<file path="config.mk">
export PLATFORM = sky130hd
export DESIGN_NAME = message_rendezvous_engine_core_flat
export DESIGN_NICKNAME = d
export VERILOG_FILES = /design/src/sv/mre_pkg.sv /design/src/sv/mre_if.sv /design/src/sv/mre_walker.sv /design/src/sv/message_rendezvous_engine_core.sv /design/src/flat_wrapper.sv
export SDC_FILE = /design/constraint.sdc
export NUM_CORES = 1
export LEC_CHECK = 0
export ABC_AREA = 1
export BUFFER_PORTS_ARGS = -buffer_cell sky130_fd_sc_hd__buf_2
export CAP_MARGIN = 30
export CORE_ASPECT_RATIO = 0.75
export CORE_MARGIN = 4
export CORE_UTILIZATION = 65
export CTS_CLUSTER_DIAMETER = 120
export DETAILED_ROUTE_END_ITERATION = 6
export PLACE_DENSITY = 0.91
export SYNTH_ARGS = -nofsm -noshare
export SYNTH_HDL_FRONTEND = slang
export SYNTH_SLANG_ARGS = --single-unit
</file>
<file path="constraint.sdc">
create_clock -name clk_i -period 5.7 [get_ports clk_i]
set_input_delay 0.285 -clock clk_i [delete_from_list [all_inputs] [get_ports clk_i]]
set_output_delay 0.285 -clock clk_i [all_outputs]
set_load 0.05 [all_outputs]
</file>
<file path="src/sv/mre_pkg.sv">
package mre_pkg;

  localparam int unsigned OpW  = 2;
  localparam int unsigned StW  = 3;

  typedef enum logic [1:0] {
    OP_SEND = 2'd0,
    OP_RECV = 2'd1,
    OP_INT  = 2'd2,
    OP_BAD  = 2'd3
  } op_e;

  typedef enum logic [2:0] {
    ST_DELIVERED = 3'd0,
    ST_BLOCKED   = 3'd1,
    ST_PENDING   = 3'd2,
    ST_DEADLOCK  = 3'd3,
    ST_INVALID   = 3'd4
  } status_e;

  // Kinds of list walk performed by the shared walker.
  typedef enum logic [1:0] {
    WK_CHAIN   = 2'd0,
    WK_TAIL    = 2'd1,
    WK_UNLINK  = 2'd2
  } walk_e;

endpackage

</file>
<file path="src/sv/mre_if.sv">
interface mre_req_if #(
  parameter int unsigned PW = 3,
  parameter int unsigned QW = 4,
  parameter int unsigned TW = 16,
  parameter int unsigned DW = 32
);
  logic          valid;
  logic          ready;
  logic [1:0]    operation;
  logic [PW-1:0] caller;
  logic [QW-1:0] peer;
  logic [TW-1:0] message_type;
  logic [DW-1:0] message_data;

  modport source (output valid, operation, caller, peer, message_type, message_data,
                  input ready);
  modport sink   (input valid, operation, caller, peer, message_type, message_data,
                  output ready);
endinterface

interface mre_rsp_if #(
  parameter int unsigned PW = 3,
  parameter int unsigned QW = 4,
  parameter int unsigned TW = 16,
  parameter int unsigned DW = 32
);
  logic          valid;
  logic          ready;
  logic [2:0]    status;
  logic [PW-1:0] receiver;
  logic [QW-1:0] sender;
  logic [TW-1:0] out_type;
  logic [DW-1:0] out_data;

  modport source (output valid, status, receiver, sender, out_type, out_data,
                  input ready);
  modport sink   (input valid, status, receiver, sender, out_type, out_data,
                  output ready);
endinterface

</file>
<file path="src/sv/mre_walker.sv">
// Shared list walker: one link per cycle over the sender chain or a queue.
module mre_walker import mre_pkg::*; #(
  parameter int unsigned PROC_COUNT = 8,
  parameter int unsigned PW = 3,
  parameter int unsigned QW = 4
) (
  input  logic                  clk_i,
  input  logic                  rst_ni,
  input  logic                  start_i,
  input  walk_e                 kind_i,
  input  logic [QW-1:0]         first_i,   // first node
  input  logic [PW-1:0]         key_i,     // node searched for
  input  logic [PROC_COUNT-1:0] sending_i,
  input  logic [PW-1:0]         target_i [PROC_COUNT],
  input  logic [QW-1:0]         next_i [PROC_COUNT],
  output logic                  done_o,
  output logic                  hit_o,     // found / deadlock
  output logic [QW-1:0]         node_o,    // last node (tail) or match
  output logic [QW-1:0]         prev_o     // predecessor of match
);
  localparam int unsigned CW = $clog2(PROC_COUNT + 1);

  logic          busy_q, busy_d, done_q, done_d, hit_q, hit_d;
  logic [QW-1:0] p_q, p_d, prev_q, prev_d;
  logic [CW-1:0] cnt_q, cnt_d;
  walk_e         kind_q;
  logic [PW-1:0] key_q;

  logic          pvalid;
  logic [PW-1:0] pidx;

  assign pvalid = p_q < QW'(PROC_COUNT);
  assign pidx   = p_q[PW-1:0];

  always_comb begin
    busy_d = busy_q; done_d = 1'b0; hit_d = hit_q;
    p_d = p_q; prev_d = prev_q; cnt_d = cnt_q;
    if (start_i) begin
      busy_d = 1'b1; hit_d = 1'b0; p_d = first_i;
      prev_d = QW'(PROC_COUNT); cnt_d = '0;
    end else if (busy_q) begin
      if (cnt_q == CW'(PROC_COUNT) || !pvalid) begin
        busy_d = 1'b0; done_d = 1'b1;
      end else begin
        case (kind_q)
          WK_CHAIN: begin
            if (!sending_i[pidx]) begin
              busy_d = 1'b0; done_d = 1'b1;
            end else if (target_i[pidx] == key_q) begin
              busy_d = 1'b0; done_d = 1'b1; hit_d = 1'b1;
            end else begin
              p_d = QW'(target_i[pidx]);
            end
          end
          WK_TAIL: begin
            if (next_i[pidx] >= QW'(PROC_COUNT)) begin
              busy_d = 1'b0; done_d = 1'b1; hit_d = 1'b1;
            end else begin
              p_d = next_i[pidx];
            end
          end
          WK_UNLINK: begin
            if (pidx == key_q) begin
              busy_d = 1'b0; done_d = 1'b1; hit_d = 1'b1;
            end else begin
              prev_d = p_q; p_d = next_i[pidx];
            end
          end
          default: begin
            busy_d = 1'b0; done_d = 1'b1;
          end
        endcase
        cnt_d = cnt_q + CW'(1);
      end
    end
  end

  always_ff @(posedge clk_i or negedge rst_ni) begin
    if (!rst_ni) begin
      busy_q <= 1'b0; done_q <= 1'b0; hit_q <= 1'b0;
    end else begin
      busy_q <= busy_d; done_q <= done_d; hit_q <= hit_d;
    end
  end

  always_ff @(posedge clk_i) begin
    p_q <= p_d; prev_q <= prev_d; cnt_q <= cnt_d;
    if (start_i) begin
      kind_q <= kind_i; key_q <= key_i;
    end
  end

  assign done_o = done_q;
  assign hit_o  = hit_q;
  assign node_o = p_q;
  assign prev_o = prev_q;
endmodule

</file>
<file path="src/sv/message_rendezvous_engine_core.sv">
// Channel | dir | transfer when     | payload
// req     | in  | valid && ready    | operation, caller, peer, message_type, message_data
// rsp     | out | valid && ready    | status, receiver, sender, out_type, out_data
// cfg     | in  | cfg_we_i          | hard_int_type (no index)
//
// Requests are decoded in S_DEC; the earliest result is registered from there into the
//   result register. The shared walker advances
//   one list link per cycle (deadlock chain then queue tail, or queue unlink).
// One request at a time: req.ready is low from acceptance until the result
//   register is free again. A stalled rsp holds the result and the request side.
// Reset clears flags, pending bits and queue links; held payloads are undefined.
module message_rendezvous_engine_core import mre_pkg::*; #(
  parameter int unsigned PROC_COUNT = 8,
  parameter int unsigned DATA_WIDTH = 32,
  parameter int unsigned TYPE_WIDTH = 16
) (
  input  logic                  clk_i,
  input  logic                  rst_ni,
  input  logic                  cfg_we_i,
  input  logic [TYPE_WIDTH-1:0] cfg_wdata_i,
  mre_req_if.sink               req,
  mre_rsp_if.source             rsp
);
  localparam int unsigned PW = (PROC_COUNT > 1) ? $clog2(PROC_COUNT) : 1;
  localparam int unsigned QW = $clog2(PROC_COUNT + 2);
  localparam logic [QW-1:0] AnyCode = QW'(PROC_COUNT);
  localparam logic [QW-1:0] IntCode = QW'(PROC_COUNT + 1);
  localparam logic [QW-1:0] Empty   = QW'(PROC_COUNT);

  // Sequencer states
  localparam logic [2:0] S_IDLE  = 3'd0;
  localparam logic [2:0] S_DEC   = 3'd1;
  localparam logic [2:0] S_CHAIN = 3'd2;
  localparam logic [2:0] S_TAIL  = 3'd3;
  localparam logic [2:0] S_UNL   = 3'd4;
  localparam logic [2:0] S_OUT   = 3'd5;

  logic [2:0] st_q, st_d;

  // Process state
  logic [PROC_COUNT-1:0] snd_q, rcv_q, ipend_q;
  logic [PW-1:0]         tgt_q [PROC_COUNT];
  logic [QW-1:0]         rfrom_q [PROC_COUNT];
  logic [TYPE_WIDTH-1:0] htype_q [PROC_COUNT];
  logic [DATA_WIDTH-1:0] hdata_q [PROC_COUNT];
  logic [QW-1:0]         qhead_q [PROC_COUNT];
  logic [QW-1:0]         qnext_q [PROC_COUNT];
  logic [TYPE_WIDTH-1:0] hit_type_q;

  // Latched request
  logic [1:0]            op_q;
  logic [2:0]            caller_raw_q;
  logic [QW-1:0]         peer_q;
  logic [TYPE_WIDTH-1:0] ty_q;
  logic [DATA_WIDTH-1:0] da_q;
  logic [PW-1:0]         who_q;      // sender being taken on receive

  // Result register
  logic                  ovalid_q;
  logic [2:0]            ost_q;
  logic [PW-1:0]         orcv_q;
  logic [QW-1:0]         osnd_q;
  logic [TYPE_WIDTH-1:0] oty_q;
  logic [DATA_WIDTH-1:0] oda_q;

  // Walker
  logic          wk_start, wk_done, wk_hit;
  walk_e         wk_kind;
  logic [QW-1:0] wk_first, wk_node, wk_prev;
  logic [PW-1:0] wk_key;

  mre_walker #(.PROC_COUNT(PROC_COUNT), .PW(PW), .QW(QW)) u_walk (
    .clk_i, .rst_ni,
    .start_i(wk_start), .kind_i(wk_kind), .first_i(wk_first), .key_i(wk_key),
    .sending_i(snd_q), .target_i(tgt_q), .next_i(qnext_q),
    .done_o(wk_done), .hit_o(wk_hit),
    .node_o(wk_node), .prev_o(wk_prev)
  );

  logic [PW-1:0] cidx, pidx;
  logic          caller_ok;
  assign caller_ok = 32'(caller_raw_q) < PROC_COUNT;
  assign cidx = PW'(caller_raw_q);
  assign pidx = peer_q[PW-1:0];

  assign req.ready = (st_q == S_IDLE) && !ovalid_q;

  // Decode-stage decisions, all combinational from registered state.
  logic peer_proc, bad_common, rcv_match_send, int_wake;
  assign peer_proc  = peer_q < QW'(PROC_COUNT);
  assign bad_common = peer_q > IntCode || peer_q == QW'(cidx) || snd_q[cidx] || rcv_q[cidx];
  assign rcv_match_send = rcv_q[pidx] && (rfrom_q[pidx] == QW'(cidx) || rfrom_q[pidx] == AnyCode);
  assign int_wake = rcv_q[cidx] && (rfrom_q[cidx] == IntCode || rfrom_q[cidx] == AnyCode);

  // Next-state and result control (registers written in the clocked block).
  typedef struct packed {
    logic          emit;
    logic [2:0]    st;
    logic [PW-1:0] rcv;
    logic [QW-1:0] snd;
    logic          use_int;   // type = hard_int_type, data = 0
    logic          use_req;   // type/data from request
    logic          use_held;  // type/data from held of who_q
  } res_t;
  res_t res;

  always_comb begin
    st_d = st_q; res = '0;
    wk_start = 1'b0; wk_kind = WK_CHAIN; wk_first = peer_q; wk_key = cidx;
    case (st_q)
      S_IDLE: if (req.valid && req.ready) st_d = S_DEC;
      S_DEC: begin
        st_d = S_OUT; res.emit = 1'b1;
        if (op_q == OP_BAD || !caller_ok) res.st = ST_INVALID;
        else if (op_q == OP_INT) begin
          if (int_wake) begin
            res.st = ST_DELIVERED; res.rcv = cidx; res.snd = AnyCode; res.use_int = 1'b1;
          end else res.st = ST_PENDING;
        end else if (bad_common) res.st = ST_INVALID;
        else if (op_q == OP_SEND) begin
          if (!peer_proc) res.st = ST_INVALID;
          else begin
            res.emit = 1'b0; st_d = S_CHAIN; wk_start = 1'b1;
          end
        end else begin
          if (ipend_q[cidx] && (peer_q == AnyCode || peer_q == IntCode)) begin
            res.st = ST_DELIVERED; res.rcv = cidx; res.snd = AnyCode; res.use_int = 1'b1;
          end else if (peer_q == AnyCode && qhead_q[cidx] < Empty) begin
            res.emit = 1'b0; st_d = S_UNL; wk_start = 1'b1; wk_kind = WK_UNLINK;
            wk_first = qhead_q[cidx]; wk_key = qhead_q[cidx][PW-1:0];
          end else if (peer_proc && snd_q[pidx] && tgt_q[pidx] == cidx) begin
            res.emit = 1'b0; st_d = S_UNL; wk_start = 1'b1; wk_kind = WK_UNLINK;
            wk_first = qhead_q[cidx]; wk_key = pidx;
          end else res.st = ST_BLOCKED;
        end
      end
      S_CHAIN: if (wk_done) begin
        if (wk_hit) begin
          st_d = S_OUT; res.emit = 1'b1; res.st = ST_DEADLOCK;
        end else if (rcv_match_send) begin
          st_d = S_OUT; res.emit = 1'b1; res.st = ST_DELIVERED;
          res.rcv = pidx; res.snd = QW'(cidx); res.use_req = 1'b1;
        end else if (qhead_q[pidx] >= Empty) begin
          st_d = S_OUT; res.emit = 1'b1; res.st = ST_BLOCKED;
        end else begin
          st_d = S_TAIL; wk_start = 1'b1; wk_kind = WK_TAIL; wk_first = qhead_q[pidx];
        end
      end
      S_TAIL: if (wk_done) begin
        st_d = S_OUT; res.emit = 1'b1; res.st = ST_BLOCKED;
      end
      S_UNL: if (wk_done) begin
        st_d = S_OUT; res.emit = 1'b1; res.st = ST_DELIVERED;
        res.rcv = cidx; res.snd = QW'(who_q); res.use_held = 1'b1;
      end
      S_OUT: if (!ovalid_q) st_d = S_IDLE;
      default: st_d = S_IDLE;
    endcase
  end

  // Control state
  always_ff @(posedge clk_i or negedge rst_ni) begin
    if (!rst_ni) begin
      st_q <= S_IDLE; ovalid_q <= 1'b0;
      snd_q <= '0; rcv_q <= '0; ipend_q <= '0; hit_type_q <= TYPE_WIDTH'(1);
      for (int i = 0; i < PROC_COUNT; i++) begin
        qhead_q[i] <= Empty; qnext_q[i] <= Empty;
      end
    end else begin
      st_q <= st_d;
      if (cfg_we_i) hit_type_q <= cfg_wdata_i;
      if (rsp.valid && rsp.ready) ovalid_q <= 1'b0;
      if (res.emit) ovalid_q <= 1'b1;
      // state updates
      if (st_q == S_DEC && caller_ok && op_q != OP_BAD) begin
        if (op_q == OP_INT) begin
          if (int_wake) begin
            rcv_q[cidx] <= 1'b0; ipend_q[cidx] <= 1'b0;
          end else ipend_q[cidx] <= 1'b1;
        end else if (op_q == OP_RECV && !bad_common && res.emit) begin
          if (res.st == ST_DELIVERED) ipend_q[cidx] <= 1'b0;
          else rcv_q[cidx] <= 1'b1;
        end
      end
      if (st_q == S_CHAIN && wk_done && !wk_hit) begin
        if (rcv_match_send) rcv_q[pidx] <= 1'b0;
        else begin
          snd_q[cidx] <= 1'b1; qnext_q[cidx] <= Empty;
          if (qhead_q[pidx] >= Empty) qhead_q[pidx] <= QW'(cidx);
        end
      end
      if (st_q == S_TAIL && wk_done && wk_hit) qnext_q[wk_node[PW-1:0]] <= QW'(cidx);
      if (st_q == S_UNL && wk_done) begin
        snd_q[who_q] <= 1'b0;
        if (wk_hit) begin
          if (wk_prev >= Empty) qhead_q[cidx] <= qnext_q[who_q];
          else qnext_q[wk_prev[PW-1:0]] <= qnext_q[who_q];
          qnext_q[who_q] <= Empty;
        end
      end
    end
  end

  // Payload registers
  always_ff @(posedge clk_i) begin
    if (req.valid && req.ready) begin
      op_q <= req.operation; caller_raw_q <= req.caller; peer_q <= req.peer;
      ty_q <= req.message_type; da_q <= req.message_data;
    end
    if (wk_start && wk_kind == WK_UNLINK) who_q <= wk_key;
    if (st_q == S_DEC && caller_ok && op_q == OP_RECV && !bad_common && res.emit
        && res.st == ST_BLOCKED) rfrom_q[cidx] <= peer_q;
    if (st_q == S_CHAIN && wk_done && !wk_hit && !rcv_match_send) begin
      tgt_q[cidx] <= pidx; htype_q[cidx] <= ty_q; hdata_q[cidx] <= da_q;
    end
    if (res.emit) begin
      ost_q <= res.st; orcv_q <= res.rcv; osnd_q <= res.snd;
      if (res.use_int) begin
        oty_q <= hit_type_q; oda_q <= '0;
      end else if (res.use_req) begin
        oty_q <= ty_q; oda_q <= da_q;
      end else if (res.use_held) begin
        oty_q <= htype_q[who_q]; oda_q <= hdata_q[who_q];
      end else begin
        oty_q <= '0; oda_q <= '0;
      end
    end
  end

  assign rsp.valid    = ovalid_q;
  assign rsp.status   = ost_q;
  assign rsp.receiver = orcv_q;
  assign rsp.sender   = osnd_q;
  assign rsp.out_type = oty_q;
  assign rsp.out_data = oda_q;
endmodule

</file>
<file path="src/flat_wrapper.sv">
// flat-port wrapper written by rule: the top's interface ports become plain ports
module message_rendezvous_engine_core_flat import mre_pkg::*;
#(
  parameter int unsigned PROC_COUNT = 8,
  parameter int unsigned DATA_WIDTH = 32,
  parameter int unsigned TYPE_WIDTH = 16
)
  (clk_i, rst_ni, cfg_we_i, cfg_wdata_i, req_valid, req_operation, req_caller, req_peer, req_message_type, req_message_data, req_ready, rsp_valid, rsp_status, rsp_receiver, rsp_sender, rsp_out_type, rsp_out_data, rsp_ready);
  mre_req_if req_i ();
  mre_rsp_if rsp_i ();
  input  logic clk_i;
  input  logic rst_ni;
  input  logic cfg_we_i;
  input  logic [TYPE_WIDTH-1:0] cfg_wdata_i;
  input wire logic [$bits(req_i.valid)-1:0] req_valid;
  input wire logic [$bits(req_i.operation)-1:0] req_operation;
  input wire logic [$bits(req_i.caller)-1:0] req_caller;
  input wire logic [$bits(req_i.peer)-1:0] req_peer;
  input wire logic [$bits(req_i.message_type)-1:0] req_message_type;
  input wire logic [$bits(req_i.message_data)-1:0] req_message_data;
  output wire logic [$bits(req_i.ready)-1:0] req_ready;
  output wire logic [$bits(rsp_i.valid)-1:0] rsp_valid;
  output wire logic [$bits(rsp_i.status)-1:0] rsp_status;
  output wire logic [$bits(rsp_i.receiver)-1:0] rsp_receiver;
  output wire logic [$bits(rsp_i.sender)-1:0] rsp_sender;
  output wire logic [$bits(rsp_i.out_type)-1:0] rsp_out_type;
  output wire logic [$bits(rsp_i.out_data)-1:0] rsp_out_data;
  input wire logic [$bits(rsp_i.ready)-1:0] rsp_ready;
  assign req_i.valid = req_valid;
  assign req_i.operation = req_operation;
  assign req_i.caller = req_caller;
  assign req_i.peer = req_peer;
  assign req_i.message_type = req_message_type;
  assign req_i.message_data = req_message_data;
  assign req_ready = req_i.ready;
  assign rsp_valid = rsp_i.valid;
  assign rsp_status = rsp_i.status;
  assign rsp_receiver = rsp_i.receiver;
  assign rsp_sender = rsp_i.sender;
  assign rsp_out_type = rsp_i.out_type;
  assign rsp_out_data = rsp_i.out_data;
  assign rsp_i.ready = rsp_ready;
  message_rendezvous_engine_core #(.PROC_COUNT(PROC_COUNT), .DATA_WIDTH(DATA_WIDTH), .TYPE_WIDTH(TYPE_WIDTH)) u_core (.clk_i(clk_i), .rst_ni(rst_ni), .cfg_we_i(cfg_we_i), .cfg_wdata_i(cfg_wdata_i), .req(req_i), .rsp(rsp_i));
endmodule
</file>
; Word-level counts from Yosys, hierarchy flattened
; Memories as Yosys holds them, arrays and structs flattened. A register that Yosys moved wholly into a read port is not among the register bits.
; Index checks and enable logic that the tools add are counted.
[word_totals]
ram_bits = 416
memories = 3
rom_bits = 0
ff_bits = 270
out_inout_bits = 60
latch_bits = 0
[classes]
n_reduce_logical = 59
n_eq_ne = 36
mux = 227
n_div = 0
n_mul = 0
n_shift = 0
bitwise = 23
magnitude_cmp = 24
n_addsub = 1
[mem_list]
columns = name, words, word_bits, rd, rd_clocked_by_memory_dff, write_ports, line
row1 = u_core.hdata_q, 8, 32, 1, 1, 1, message_rendezvous_engine_core.sv:45  ; logic [DATA_WIDTH-1:0] hdata_q [PROC_COUNT];
row2 = u_core.htype_q, 8, 16, 1, 1, 1, message_rendezvous_engine_core.sv:44  ; logic [TYPE_WIDTH-1:0] htype_q [PROC_COUNT];
row3 = u_core.rfrom_q, 8, 4, 2, 2, 1, message_rendezvous_engine_core.sv:43  ; logic [QW-1:0] rfrom_q [PROC_COUNT];
[ops]
columns = operator, count
row1 = 32-bit two-way mux, 16
row2 = 8-bit two-way mux, 19
row3 = 4-bit two-way mux, 36
row4 = 32-bit bitwise mux, 4
row5 = 3-bit two-way mux, 36
row6 = 1-bit two-way mux, 65
row7 = 4-bit demux with 3-bit select, 5
row8 = 24-bit AND, 2
row9 = 4-bit binary-select mux with 3-bit select, 4
row10 = 16-bit two-way mux, 3
row11 = 24-bit NOT, 2
row12 = 8-bit bitwise OR, 5
row13 = 11-bit two-way mux, 3
row14 = 8-bit AND, 4
row15 = 4-bit greater-or-equal comparator (second input constant), 8
row16 = 1-bit logical AND, 31
row17 = 24-bit bitwise mux, 1
row18 = 4-bit == test (second input constant), 6
row19 = 8-bit NOT, 3
row20 = 2-bit two-way mux, 11
row21 = 3-bit by 2-bit inequality test with 1-bit output (second input constant), 7
row22 = 7-bit case mux with 3 select lines, 1
row23 = 4-bit by 1-bit less-than comparator with 1-bit output (second input constant), 5
row24 = 3-bit NOT with 4-bit output, 5
row25 = other kinds (38), 88

; Logic depth before layout (Yosys ltp)
[logic_depth]
ltp_word = 22
depth_mapped = 21

; Modules after synthesis
; Synthesis repeated with hierarchy kept, for this count alone.
[unflattened]
hier_cells = 2710
area_unflattened_um2 = 30402.9
[by_module_without_submodules]
columns = mod, instances, area_each_um2, cells_each
row1 = message_rendezvous_engine_core, 1, 28612.4, 2455
row2 = mre_walker, 1, 1790.5, 255

; Least setup slack after synthesis
; OpenSTA, ideal clock, no wires.
[synth_timing]
path_kind = register to register
from = reg u_core.ovalid_q (netlist: u_core.rsp.valid)
to = reg u_core.caller_raw_q[0], enable pin
stages_incl_launch_ff = 5
period_less_slack_ps = 3756
setup_time_ps = 442
arrival_ps = 3314
required_time_ps = 5258
path_slack_ps = 1944
cell_sequence = dfrtp_1 -> nor2_1 -> nand2_1 -> inv_1 -> clkbuf_1
[synth_via]
elab_chain_cells = 3
[synth_rtl]
columns = item, line
row1 = "start, declared", message_rendezvous_engine_core.sv:59  ; logic ovalid_q;
row2 = "start signal, assigned", message_rendezvous_engine_core.sv:164  ; st_q <= S_IDLE; ovalid_q <= 1'b0;
row3 = "start signal, assigned", message_rendezvous_engine_core.sv:172  ; if (rsp.valid && rsp.ready) ovalid_q <= 1'b0;
row4 = "start signal, assigned", message_rendezvous_engine_core.sv:173  ; if (res.emit) ovalid_q <= 1'b1;
row5 = 1-bit logical NOT, message_rendezvous_engine_core.sv:86  ; assign req.ready = (st_q == S_IDLE) && !ovalid_q;
row6 = 1-bit logical AND, message_rendezvous_engine_core.sv:86
row7 = via req_ready, flat_wrapper.sv:21  ; output wire logic [$bits(req_i.ready)-1:0] req_ready;
row8 = 1-bit logical AND, message_rendezvous_engine_core.sv:206  ; if (req.valid && req.ready) begin
row9 = "end signal, assigned", message_rendezvous_engine_core.sv:207  ; op_q <= req.operation; caller_raw_q <= req.caller; peer_q <= req.peer;
row10 = "end, declared", message_rendezvous_engine_core.sv:52  ; logic [2:0] caller_raw_q;
; The timed path passes the listed nets, and every way through them passes these cells.
; A chain may end at the register's enable or synchronous reset.

==> summary.txt <==
Clock tree
  • Root Driver: clkbuf_16
  • Clock buffer depth: 3
  • Clk_lat worst skew: 0.65 ns
  • Reg clk slew, reported paths: 0.08 ns
  • CTS tree: done
  • CTS resizes: 0
  • Htree depth: 2
  • CTS Buf Count: 61
  • CTS Sinks: 695

Power and ir drop
  • Seq pwr share: 48.4%
  • Clock power share: 34.7%
  • Worst IR Drop VDD: 0.000271 V
  • Net Sw Frac: 31.1%
  • Comb power frac: 16.9%
  • P per Cell Area: 384 nW/um^2
  • Lkg Pwr: 13.1 nW
  • Switching power: 4.11 mW
  • Total power: 13.2 mW
  • Int Power: 9.09 mW

Drt
  • Drt initial violations: 4367
  • Via/cell ratio: 6.94
  • Average wire per standard cell: 27.8 um
  • Vias: 24.1k
  • DRT Wirelength: 96600 um
  • Drt pass-1 iters: 7
  • Antenna Nets Post-Route: 0
  • Residual DRC: 2

Job
  • Max Cap Viol: 0

Setup path
  • Crit path DAT: 4.62 ns
  • Crit end category: register
  • Crit-path max FO: 56
  • CP required: 6.24 ns
  • Critical setup path kind: reg -> reg
  • Crit start category: register

Placement
  • Placed insts: 3285
  • Pre-CTS setup slack: 1.78 ns
  • I/O Buffers: 137
  • Final HPWL DP: 56400 um
  • DP Area: 31400 sq um
  • RD Place Congestion: 1.01

Global route
  • Vias in the first global route: 23.2k
  • Gr usage total: 37.7%
  • Largest net degree at the start of global routing: 110
  • Grt peak-use layer: met2
  • First-pass GRT wire length: 143000 um
  • Met2 Track Usage GR: 58.0%
  • Met1 usage: 53.4%
  • Global-route met3 utilization: 9.12%
  • Initial antenna violation count: 1
  • Grt ovf: 0

Yosys
  • Mapped cell area: 30100 sq um
  • Ys Warns: 0
  • Part of the Yosys area used for sequential elements: 66.9%
  • Post-Synth Simple-Gate Area: 12.3%
  • Xor-xnor portion of the synthesized cell area: 0.232%
  • Syn Area/Cell: 11.5 sq um
  • Post-Synth Adder-Cell Area: 0.249%
  • Main combinational cell family by area after synthesis: compound AO/OA/AOI/OAI gates
  • Post-synthesis cell count: 2629
  • Mux cell area share after synthesis: 3.19%
  • Yosys reg bits: 695
  • Netlist cell types: 59
  • Post-Syn Nets: 2713
  • Synth Flop Type: edfxtp_1
  • EDFF count, synth: 567
  • Post-synth ARST share: 16.0%
  • Post-synthesis compound-gate area fraction: 12.5%

Die
  • I/O pin cnt: 138
  • Placeable Area: 45900 sq um
  • Initial Utilization: 65.6%
  • Die Wd: 257 um
  • Die Height: 195 um
  • Rows: 68
  • DIE AREA: 49900 sq um

STA
  • F_max: 245 MHz
  • Setup violators final: 0
  • Setup_tns: 0 ns
  • Final max-slew violation count: 0
  • RSZ-0062 raised after global routing: false
  • Layout Skew: 0.0367 ns
  • Tcrit/Tclk final: 71.5%
  • Post-layout minimum cycle time: 4.08 ns
  • Least-Margin Pin Slew: 1.03 ns
  • Final Hold Viols: 0
  • Slew HR: 31.5%
  • Final WS setup: 1.62 ns

Finish
  • Post-route cell area: 34400 sq um
  • Commonest non-fill, non-tap cell in the layout: edfxtp_1
  • Area Growth Syn to Fin: 14.1%
  • Most frequent cells in the layout: edfxtp_1 (567), nand2_1 (403), nor2_1 (257), o21ai_0 (246), inv_1 (214)
  • Antenna cells: 0
  • Layout cells sized above 1: 13.1%
  • Post-layout net count: 2915
  • Post-Layout Cell Count: 3479

Worst hold path
  • Worst Hold Class: in -> reg

Status
  • Failing checks: design-rule violations
  • Status: finished with violations
==> cell usage after synthesis, types with 6 or more instances <==
cell | instances | area, sq um
nand3_2 | 6 | 60.1
ha_1 | 6 | 75.1
o21ai_0 | 246 | 1230
clkinv_1 | 7 | 26.3
mux2i_1 | 96 | 961
a22oi_1 | 11 | 82.6
inv_1 | 222 | 833
nor2_2 | 6 | 37.5
edfxtp_1 | 567 | 17000
o22ai_1 | 29 | 181
nand3_1 | 130 | 651
a221oi_1 | 14 | 123
a31oi_1 | 25 | 156
dfrtp_1 | 94 | 2350
dfstp_2 | 17 | 447
inv_2 | 22 | 82.6
o21ai_1 | 29 | 145
buf_1 | 9 | 33.8
a21oi_1 | 76 | 380
nand2_2 | 12 | 75.1
o211ai_1 | 31 | 233
buf_2 | 18 | 90.1
o211ai_2 | 8 | 100
dfxtp_1 | 17 | 340
clkbuf_1 | 74 | 278
o221ai_1 | 97 | 850
nand2_1 | 403 | 1510
nand4_1 | 15 | 93.8
nor3_1 | 15 | 75.1
nor2_1 | 259 | 972
==> critical path: stages, from the launching register on <==
cell      delay (ns)
edfxtp_1        0.40
inv_1           0.63
buf_4           0.39
nand3_1         0.40
o22ai_1         0.33
nor2_1          0.07
nand2_1         0.06
inv_1           0.07
nand2_1         0.27
nand2_4         0.11
nand2_2         0.10
nand2_2         0.07
nand2_1         0.07
nand2_1         0.11
nand2_4         0.23
buf_12          0.33
nand4_1         0.14
a21oi_1         0.18
==> what timing repair did <==
item / 4_1_cts / 5_1_grt
endpoints found under the hold margin: 117 / 0
hold buffers: 75 / 0
buffers inserted: 0 / 0
endpoints found under the setup margin: 0 / 0
==> stage by stage <==
step | hold slack [ns] | utilization [%]
6_report | 0.183 | 74.9
4_1_cts | 0.153 | 74.8
5_1_grt | 0.206 | 74.9
3_5_place_dp | 0.354 | 68.4
3_3_place_gp | 0.362 | 68.4
2_1_floorplan | -0.0106 | -
==> layout make-up <==
type / instances / area [sq um]
sequential: 695 / 20200
fill: 2629 / 11500
multi-input combinational: 1575 / 8600
timing repair buffer: 246 / 1760
clock buffer: 74 / 1650
inverter: 252 / 950
tap: 595 / 744
clock inverter: 42 / 529
==> per-layer routing <==
layer	up-vias	share of wire [%]
met2	2471	45
li1	9875	-
met4	0	4.7
met1	11377	35
met3	412	15
met5	-	0
==> worst paths after layout <==
| kind | slack, ns | from | cells after the start | endpoint |
|---|---|---|---|---|
| max | 1.62 | u_core.caller_raw_q[1]$_DFFE_PP_ | 17 | u_core.rcv_q[5]$_DFF_PN0_ |
| min in group asynchronous | 0.24 | rst_ni | 2 | u_core.u_walk.hit_o$_DFFE_PN0P_ |
| max reg2reg | 1.62 | u_core.caller_raw_q[1]$_DFFE_PP_ | 17 | u_core.rcv_q[5]$_DFF_PN0_ |
| max in group asynchronous | 4.21 | rst_ni | 4 | u_core.hit_type_q[4]$_DFFE_PN0P_ |
| min reg2reg | 0.49 | u_core.u_walk.cnt_q[3]$_SDFFE_PP0P_ | 2 | u_core.u_walk.cnt_q[3]$_SDFFE_PP0P_ |
| min | 0.18 | cfg_we_i | 3 | u_core.hit_type_q[0]$_DFFE_PN1P_ |
==> registers in the layout, indices dropped and copies added (netlist names), 4 cells and up, named ones only <==
signal,count
u_core.rcv_q,8
u_core.qnext_q,32
u_core.rsp.sender,4
u_core.snd_q,8
u_core.peer_q,4
u_core.rfrom_q,32
u_core.rsp.out_data,32
u_core.htype_q,128
u_core.da_q,32
u_core.u_walk.node_o,4
u_core.hdata_q,256
u_core.tgt_q,24
u_core.rsp.out_type,16
u_core.qhead_q,32
u_core.hit_type_q,16
u_core.u_walk.cnt_q,4
u_core.u_walk.prev_o,4
u_core.ty_q,16
==> cell families (layout without fill, tap and decap cells) <==
logic type / count (synthesis) / in the layout
simple gates: 867 / 867
fa+ha+maj: 6 / 6
flops: 695 / 695
compound gates: 598 / 598
mux: 96 / 96
xor+xnor: 8 / 8
buf+inv: 359 / 614
==> power groups by stage <==
| stage | logic, mW | registers, mW | clock network [mW] |
|---|---|---|---|
| floorplan | 0.898 | 6.91 | 0 |
| global placement | 2.02 | 6.43 | 0 |
| detailed placement | 2.08 | 6.46 | 0 |
| CTS | 2.15 | 6.37 | 4.51 |
| global route | 2.33 | 6.42 | 4.77 |
| finish | 2.23 | 6.39 | 4.58 |
(Power assumes the default switching activity.)
